## config.mk

```make
export PLATFORM = sky130hd
export DESIGN_NAME = checksummed_sentence_receiver_core
export DESIGN_NICKNAME = d
export VERILOG_FILES = /design/src/hdl/csr_pkg.sv /design/src/hdl/csr_parser.sv /design/src/hdl/csr_out_stage.sv /design/src/hdl/checksummed_sentence_receiver_core.sv
export SDC_FILE = /design/constraint.sdc
export NUM_CORES = 1
export LEC_CHECK = 0
export BUFFER_PORTS_ARGS = -buffer_cell sky130_fd_sc_hd__buf_4
export CAP_MARGIN = 10
export CORE_MARGIN = 10
export CORE_UTILIZATION = 60
export DETAILED_ROUTE_END_ITERATION = 10
export PLACE_DENSITY = 0.83
export SYNTH_ARGS = -nofsm -noshare
export SYNTH_HDL_FRONTEND = slang
export SYNTH_SLANG_ARGS = --single-unit
export TNS_END_PERCENT = 5
```

## constraint.sdc

```tcl
create_clock -name clk -period 3.85 [get_ports clk]
set_input_delay 0 -clock clk [delete_from_list [all_inputs] [get_ports clk]]
set_output_delay 0 -clock clk [all_outputs]
set_load 0.005 [all_outputs]
```

## src/hdl/csr_pkg.sv

```systemverilog
// Shared types, constants and helper functions for the checksummed sentence receiver.
// No dependencies; used by every module of the block.
package csr_pkg;

  localparam int LINE_BUFFER_SIZE = 128;
  localparam int LC_W = $clog2(LINE_BUFFER_SIZE);
  localparam int NUM_TYPES = 5;

  localparam logic [7:0] CH_DOLLAR = 8'h24;
  localparam logic [7:0] CH_CR     = 8'h0D;
  localparam logic [7:0] CH_LF     = 8'h0A;
  localparam logic [7:0] CH_STAR   = 8'h2A;
  localparam logic [7:0] CH_NUL    = 8'h00;

  typedef enum logic [1:0] {
    EV_GOOD     = 2'd0,
    EV_CSUM_ERR = 2'd1,
    EV_OVERFLOW = 2'd2
  } event_t;

  typedef enum logic [2:0] {
    TY_WSTAT = 3'd0,
    TY_WACK  = 3'd1,
    TY_WNAK  = 3'd2,
    TY_WEVT  = 3'd3,
    TY_WERR  = 3'd4
  } stype_t;

  typedef struct packed {
    event_t     event_res;
    logic [2:0] sentence_type;
    logic [7:0] computed_checksum;
    logic [7:0] received_checksum;
  } result_t;

  localparam logic [7:0] PREFIX_TEXT [NUM_TYPES][7] = '{
    '{"$", "W", "S", "T", "A", "T", ","},
    '{"$", "W", "A", "C", "K", ",", 8'h00},
    '{"$", "W", "N", "A", "K", ",", 8'h00},
    '{"$", "W", "E", "V", "T", ",", 8'h00},
    '{"$", "W", "E", "R", "R", ",", 8'h00}
  };
  localparam logic [2:0] PREFIX_LEN [NUM_TYPES] = '{3'd7, 3'd6, 3'd6, 3'd6, 3'd6};

  // {valid, nibble}
  function automatic logic [4:0] hex_value(input logic [7:0] c);
    logic [4:0] r;
    r = 5'd0;
    if (c >= "0" && c <= "9") r = {1'b1, c[3:0]};
    else if ((c >= "a" && c <= "f") || (c >= "A" && c <= "F")) r = {1'b1, c[3:0] + 4'd9};
    return r;
  endfunction

endpackage

```

## src/hdl/csr_parser.sv

```systemverilog
// Line state of the receiver: per-byte update and the end-of-line report.
// Depends on csr_pkg.
module csr_parser (
  input  logic              clk,
  input  logic              rst,
  input  logic              step,
  input  logic [7:0]        rx_byte,
  output logic              res_valid,
  output csr_pkg::result_t  res
);
  import csr_pkg::*;

  localparam logic [LC_W-1:0] LC_LAST = LC_W'(LINE_BUFFER_SIZE - 1);

  logic [LC_W-1:0] line_count, line_count_next;
  logic            discarding, discarding_next;
  logic            starts_with_dollar, starts_with_dollar_next;
  logic [7:0]      running_xor, running_xor_next;
  logic            star_seen, star_seen_next;
  logic [1:0]      chars_after_star, chars_after_star_next;
  logic [15:0]     hex_chars, hex_chars_next;
  logic [4:0]      prefix_matches, prefix_matches_next;
  logic            nul_seen, nul_seen_next;

  logic            type_found;
  logic [2:0]      type_idx;
  logic [4:0]      h1, h2;
  logic [7:0]      received;

  always_comb begin
    type_found = 1'b0;
    type_idx   = 3'd0;
    for (int k = NUM_TYPES - 1; k >= 0; k--) begin
      if (prefix_matches[k] && line_count >= LC_W'(PREFIX_LEN[k])) begin
        type_found = 1'b1;
        type_idx   = 3'(k);
      end
    end
    h1 = hex_value(hex_chars[15:8]);
    h2 = hex_value(hex_chars[7:0]);
    received = 8'd0;
    if (star_seen && chars_after_star == 2'd2 && h1[4]) begin
      received = h2[4] ? {h1[3:0], h2[3:0]} : {4'd0, h1[3:0]};
    end
  end

  always_comb begin
    line_count_next         = line_count;
    discarding_next         = discarding;
    starts_with_dollar_next = starts_with_dollar;
    running_xor_next        = running_xor;
    star_seen_next          = star_seen;
    chars_after_star_next   = chars_after_star;
    hex_chars_next          = hex_chars;
    prefix_matches_next     = prefix_matches;
    nul_seen_next           = nul_seen;
    res_valid = 1'b0;
    res       = '{EV_OVERFLOW, 3'd0, 8'd0, 8'd0};
    if (rx_byte == CH_DOLLAR) begin
      line_count_next = LC_W'(1);
      discarding_next = 1'b0;
      starts_with_dollar_next = 1'b1;
      running_xor_next = 8'd0;
      star_seen_next = 1'b0;
      chars_after_star_next = 2'd0;
      hex_chars_next = 16'd0;
      prefix_matches_next = 5'h1F;
      nul_seen_next = 1'b0;
    end else if (rx_byte == CH_CR) begin
    end else if (rx_byte == CH_LF || !discarding) begin
      if (rx_byte == CH_LF || line_count == LC_LAST) begin
        if (rx_byte == CH_LF) begin
          if (!discarding && line_count != '0 && starts_with_dollar && type_found) begin
            res_valid = 1'b1;
            res = '{(received == running_xor && star_seen && chars_after_star == 2'd2)
                    ? EV_GOOD : EV_CSUM_ERR, type_idx, running_xor, received};
          end
        end else begin
          res_valid = starts_with_dollar;
        end
        line_count_next = '0;
        discarding_next = (rx_byte != CH_LF);
        starts_with_dollar_next = 1'b0;
        running_xor_next = 8'd0;
        star_seen_next = 1'b0;
        chars_after_star_next = 2'd0;
        hex_chars_next = 16'd0;
        prefix_matches_next = 5'h1F;
        nul_seen_next = 1'b0;
      end else begin
        line_count_next = line_count + LC_W'(1);
        if (starts_with_dollar && !nul_seen) begin
          for (int k = 0; k < NUM_TYPES; k++) begin
            if (line_count < LC_W'(PREFIX_LEN[k]) && PREFIX_TEXT[k][line_count[2:0]] != rx_byte)
              prefix_matches_next[k] = 1'b0;
          end
          if (rx_byte == CH_NUL) begin
            nul_seen_next = 1'b1;
          end else if (!star_seen) begin
            if (rx_byte == CH_STAR) star_seen_next = 1'b1;
            else running_xor_next = running_xor ^ rx_byte;
          end else if (chars_after_star != 2'd2) begin
            hex_chars_next = {hex_chars[7:0], rx_byte};
            chars_after_star_next = chars_after_star + 2'd1;
          end
        end
      end
    end
    if (!step) res_valid = 1'b0;
  end

  always_ff @(posedge clk) begin
    if (rst) begin
      line_count <= '0;
      discarding <= 1'b0;
      starts_with_dollar <= 1'b0;
      running_xor <= 8'd0;
      star_seen <= 1'b0;
      chars_after_star <= 2'd0;
      hex_chars <= 16'd0;
      prefix_matches <= 5'h1F;
      nul_seen <= 1'b0;
    end else if (step) begin
      line_count <= line_count_next;
      discarding <= discarding_next;
      starts_with_dollar <= starts_with_dollar_next;
      running_xor <= running_xor_next;
      star_seen <= star_seen_next;
      chars_after_star <= chars_after_star_next;
      hex_chars <= hex_chars_next;
      prefix_matches <= prefix_matches_next;
      nul_seen <= nul_seen_next;
    end
  end

  a_disc_no_dollar: assert property (@(posedge clk) disable iff (rst)
    discarding |-> !starts_with_dollar && line_count == '0)
    else $error("discarding with live line state");
  a_hex_after_star: assert property (@(posedge clk) disable iff (rst)
    chars_after_star != 2'd0 |-> star_seen && starts_with_dollar)
    else $error("hex characters without star");
  a_nul_in_dollar: assert property (@(posedge clk) disable iff (rst)
    nul_seen |-> starts_with_dollar)
    else $error("NUL tracked outside a dollar line");
  a_count_bound: assert property (@(posedge clk) disable iff (rst)
    line_count <= LC_LAST)
    else $error("line count past buffer");
  a_overflow_clears: assert property (@(posedge clk) disable iff (rst)
    res_valid && res.event_res == EV_OVERFLOW |=> discarding)
    else $error("overflow report without discard");

endmodule

```

## src/hdl/csr_out_stage.sv

```systemverilog
// Output register of the receiver: holds one report until the consumer takes it.
// Depends on csr_pkg.
module csr_out_stage (
  input  logic              clk,
  input  logic              rst,
  input  logic              load,
  input  csr_pkg::result_t  res,
  output logic              free,
  output logic              out_valid,
  input  logic              out_stall,
  output logic [1:0]        event_res,
  output logic [2:0]        sentence_type,
  output logic [7:0]        computed_checksum,
  output logic [7:0]        received_checksum
);
  import csr_pkg::*;

  result_t held;

  assign free = !out_valid || !out_stall;
  assign event_res         = held.event_res;
  assign sentence_type     = held.sentence_type;
  assign computed_checksum = held.computed_checksum;
  assign received_checksum = held.received_checksum;

  always_ff @(posedge clk) begin
    if (rst) begin
      out_valid <= 1'b0;
    end else if (free) begin
      out_valid <= load;
    end
    if (free && load) held <= res;
  end

endmodule

```

## src/hdl/checksummed_sentence_receiver_core.sv

```systemverilog
// Top level of the checksummed sentence receiver: input register, line parser, output register.
// Depends on csr_pkg, csr_parser, csr_out_stage.
//
//   channel | signals                     | direction | moves
//   in      | in_valid, in_stall, rx_byte | consumer  | one received byte per request
//   out     | out_valid, out_stall, fields| producer  | one report per typed line or overflow
//
// One byte per cycle unless the output stalls; accept to report via input then output register.
// The per-byte parser update is combinational compare and XOR logic.
// Synchronous reset clears the line state and both valid flags.
// in_stall rises only while a byte is held and the output register is stalled and full.
module checksummed_sentence_receiver_core (
  input  logic       clk,
  input  logic       rst,
  input  logic       in_valid,
  output logic       in_stall,
  input  logic [7:0] rx_byte,
  output logic       out_valid,
  input  logic       out_stall,
  output logic [1:0] event_res,
  output logic [2:0] sentence_type,
  output logic [7:0] computed_checksum,
  output logic [7:0] received_checksum
);
  import csr_pkg::*;

  logic       in_full;
  logic [7:0] in_byte;
  logic       out_free;
  logic       step;
  logic       res_valid;
  result_t    res;

  assign step     = in_full && out_free;
  assign in_stall = in_full && !out_free;

  always_ff @(posedge clk) begin
    if (rst) begin
      in_full <= 1'b0;
    end else if (in_valid && !in_stall) begin
      in_full <= 1'b1;
    end else if (step) begin
      in_full <= 1'b0;
    end
    if (in_valid && !in_stall) in_byte <= rx_byte;
  end

  csr_parser u_parser (
    .clk       (clk),
    .rst       (rst),
    .step      (step),
    .rx_byte   (in_byte),
    .res_valid (res_valid),
    .res       (res)
  );

  csr_out_stage u_out (
    .clk               (clk),
    .rst               (rst),
    .load              (res_valid),
    .res               (res),
    .free              (out_free),
    .out_valid         (out_valid),
    .out_stall         (out_stall),
    .event_res         (event_res),
    .sentence_type     (sentence_type),
    .computed_checksum (computed_checksum),
    .received_checksum (received_checksum)
  );

endmodule
```

==> metrics.md <==
| Metric | Value |
|---|---|
| Status | finished, violations left |
| Violated checks | hold timing |
| PortBufs | 34 |
| TritonCTS clock tree | done |
| Cell Area, Placed | roughly 0.0045 mm² |
| Nets | about 530 |
| DRC | 0 |
| Most common cell in the netlist | nand2_1 |
| Fin. max-slew vios | 0 |
| Number of diodes | 0 |
| Yosys warnings | 0 |
| Dominant cell type by area after synthesis | dfxtp_1 |
| Drt wl/cell | 16.3 µm |
| CTS Buf Count | 9 |
| Seq/Total Area, Yosys | roughly two fifths |
| Startpoint types | flip-flop |
| Share of layout cells above drive strength 1 | 13.7% |
| Total setup buffers inserted after CTS | 0 |
| Detail-routed via count per cell | roughly 6 |
| Worst r2r src | in_byte[4]$_DFFE_PP_ |
| Final Cycle Share | 78.7% |
| Antenna Nets Post-Route | 0 |
| Final Setup Violations | 0 |
| DR vias | 3679 |
| Final total power | 1490 µW |
| Die height | 104 µm |
| Worst-Skew Late Latency | 0.35 ns |
| Top post-synthesis cells by count | nand2_1 (48), dfxtp_1 (44), a21oi_1 (38) |
| Number of synthesized flops with an enable pin | 29 |
| Crit path DAT | 3.25 ns |
| # rows | 30 |
| Min Tclk post-route | 3.03 ns |
| Setup crit end | u_parser.running_xor[7]$_SDFFE_PP0P_ |
| CP required | 4.07 ns |
| R2R cell count | 7 |
| Clock root cell | clkbuf_8 |
| DIE AREA | 0.0108 mm² |
| CP Class | reg2reg |
| Synthesized net count | 498 |
| Initial DRT Pass Iterations | 6 |
| FF+latch count, synth | 73 |
| Die width | approximately 100 µm |
| Max-slew headroom | 49.3% |
| Fin Setup TNS | 0 ns |
| Worst slew pin tran | ~0.76 ns |
| PD cells | just over 300 mW/mm² |
| Hold WS | -0.000963 ns |
| Antenna violations before repair | 0 |
| Final Cell Area | around 0.0048 mm² |
| Multi-input logic area | 0.00230 mm² |
| Worst-path clk slew | roughly 0.08 ns |
| Maximum vdd ir drop | 299 µV |
| Max clock buf depth | 2 |
| Top cells by area, synth | dfxtp_1 (21%), edfxtp_1 (21%), a21oi_1 (4.5%), ha_1 (4.4%), nand2_1 (4.3%) |
| Area Overhead vs Synth | 13.4% |
| Async SR Flop Fraction | 0% |
| Post-synth top area share | 20.8% |
| Worst clock skew | 0.0142 ns |
| Initial cell density of the core | 62.0% |
| Reg area | 0.00175 mm² |
| CP endpoint kind | flip-flop |
| Total global routing overflow | 0 |
| Pin count of the biggest net entering global routing | 26 |
| Final HPWL DP | around 7000 µm |
| Gpl congestion | 0.932 |
| Fmax | ~330 MHz |
| Number of global-route vias before repair | 3349 |
| Synth cell types | 68 |
| Hold Crit Class | in2reg |
| Htree depth | 3 |
| Maxcap violations | 0 |
| Syn_area_per_cell | roughly 9.0 µm² |
| Clock sink total | 73 |
| Crit path max fanout | 18 |
| R2R setup slack | ~0.8 ns |
| Dominant synthesized flop cell | dfxtp_1 |
| RSZ-0062 raised after global routing | false |
| Cells after Synth | 471 |
| I/O Pins | 35 |
| Placeable Area | a little under 0.007 mm² |
| RR Endpoint | u_parser.running_xor[7]$_SDFFE_PP0P_ |
| Overall Global Routing Usage | 17.9% |
| Fillers | 540 |
| Final hold vios | 1 |
| Post-Syn Area | ~0.0042 mm² |
| First-pass GRT wire length | approximately 16000 µm |
| Leak pwr | between 0.0015 and 0.002 µW |
| CP Launch Point | in_byte[4]$_DFFE_PP_ |
| First DRT Iteration DRCs | roughly 380 |
| Total wire length | 9900 µm |
cell type report:
| cell class | count | area share, % |
|---|---|---|
| multi-input combinational | 354 | 47.9 |
| sequential | 73 | 36.5 |
| timing repair buffer | 51 | 8.49 |
| clock buffer | 13 | 3.10 |
| tap | 96 | 2.50 |
| inverter | 16 | 1.25 |
| clock inverter | 3 | 0.339 |
per-layer routing:
layer / up-vias / track usage (%) / share of wire (%) / wire, µm
met2: 162 / 26.8 / 44 / 4390
met4: 0 / 6.66 / 2.1 / 210
li1: 1768 / - / - / -
met3: 26 / 4.21 / 7.9 / 783
met1: 1723 / 24.2 / 46 / 4510
met5: - / 0 / 0 / 0
through the flow:
step | hold WS (ns) | util (%) | cells | worst slack (ns)
after floorplan | 0.0989 | - | 471 | 0.296
after global placement | 0.178 | 66.4 | 580 | 1.04
after CTS | 0.00171 | 70.3 | 606 | 0.901
after detailed placement | 0.179 | 66.4 | 580 | 0.928
after global routing | 0.0155 | 70.3 | 606 | 0.571
final | -0.000963 | 70.3 | 606 | 0.822
how the worst min path moves through the flow:
stage,startpoint,to,slack (ns),cells past startpoint
global placement,rx_byte[7],in_byte[7]$_DFFE_PP_,0.18,1
finish,rst,u_out.out_valid$_SDFFE_PP0P_,-0.001,2
global route,rst,u_parser.hex_chars[3]$_SDFFE_PP0P_,0.02,2
floorplan,rx_byte[0],in_byte[0]$_DFFE_PP_,0.1,0
detailed placement,rx_byte[7],in_byte[7]$_DFFE_PP_,0.18,1
CTS,rst,u_out.out_valid$_SDFFE_PP0P_,0.002,2
cells in the final DEF (no fill, tap or decap), types with 10 or more instances in the layout:
master / n
clkbuf_8: 10
edfxtp_1: 29
dfxtp_1: 44
nor2_1: 35
o21ai_0: 15
a21oi_1: 38
nand2_1: 48
and2_1: 14
xor2_1: 16
inv_1: 15
nor3_1: 14
dlygate4sd3_1: 10
ha_1: 15
xnor2_1: 15
nand3_1: 27
buf_4: 41
worst max-delay path, cell delays in order (launching register included):
cell and delay [ns]:
edfxtp_1 0.61, nor4_4 0.46, nand4_2 0.23, and3_1 0.45
a221oi_2 0.73, nand2_1 0.16, xor2_1 0.20, nor2_2 0.04
registers in the layout, indices dropped and copies added, names as in the netlist:
name	count
u_out.out_valid	1
in_byte	8
u_parser.chars_after_star	2
u_parser.running_xor	8
u_out.received_checksum	8
u_parser.star_seen	1
u_out.event_res	2
u_parser.nul_seen	1
u_parser.line_count	7
u_out.computed_checksum	8
u_parser.prefix_matches	5
u_parser.hex_chars	16
u_parser.starts_with_dollar	1
u_out.sentence_type	3
u_parser.discarding	1
in_full	1
timing repair:
item,in CTS,in global routing
setup endpoints to repair,0,0
hold endpoints to repair,10,0
hold buffers,10,0
gates resized for setup,0,0
cell families after synthesis:
logic type      share of synthesized area, %
simple gates                            23.9
compound gates                          17.8
flops                                   41.3
buf+inv                                 4.69
xor+xnor                                6.41
fa+ha+maj                               4.43
mux                                     1.48
report_power, final:
part / leakage (µW) / switching, µW / internal [µW]
logic: 0.00104 / 67.3 / 55.2
registers: 0.000629 / 32.5 / 809
clock network: 0.0000877 / 271 / 251
No activity file was read; power rests on OpenSTA's default activity.
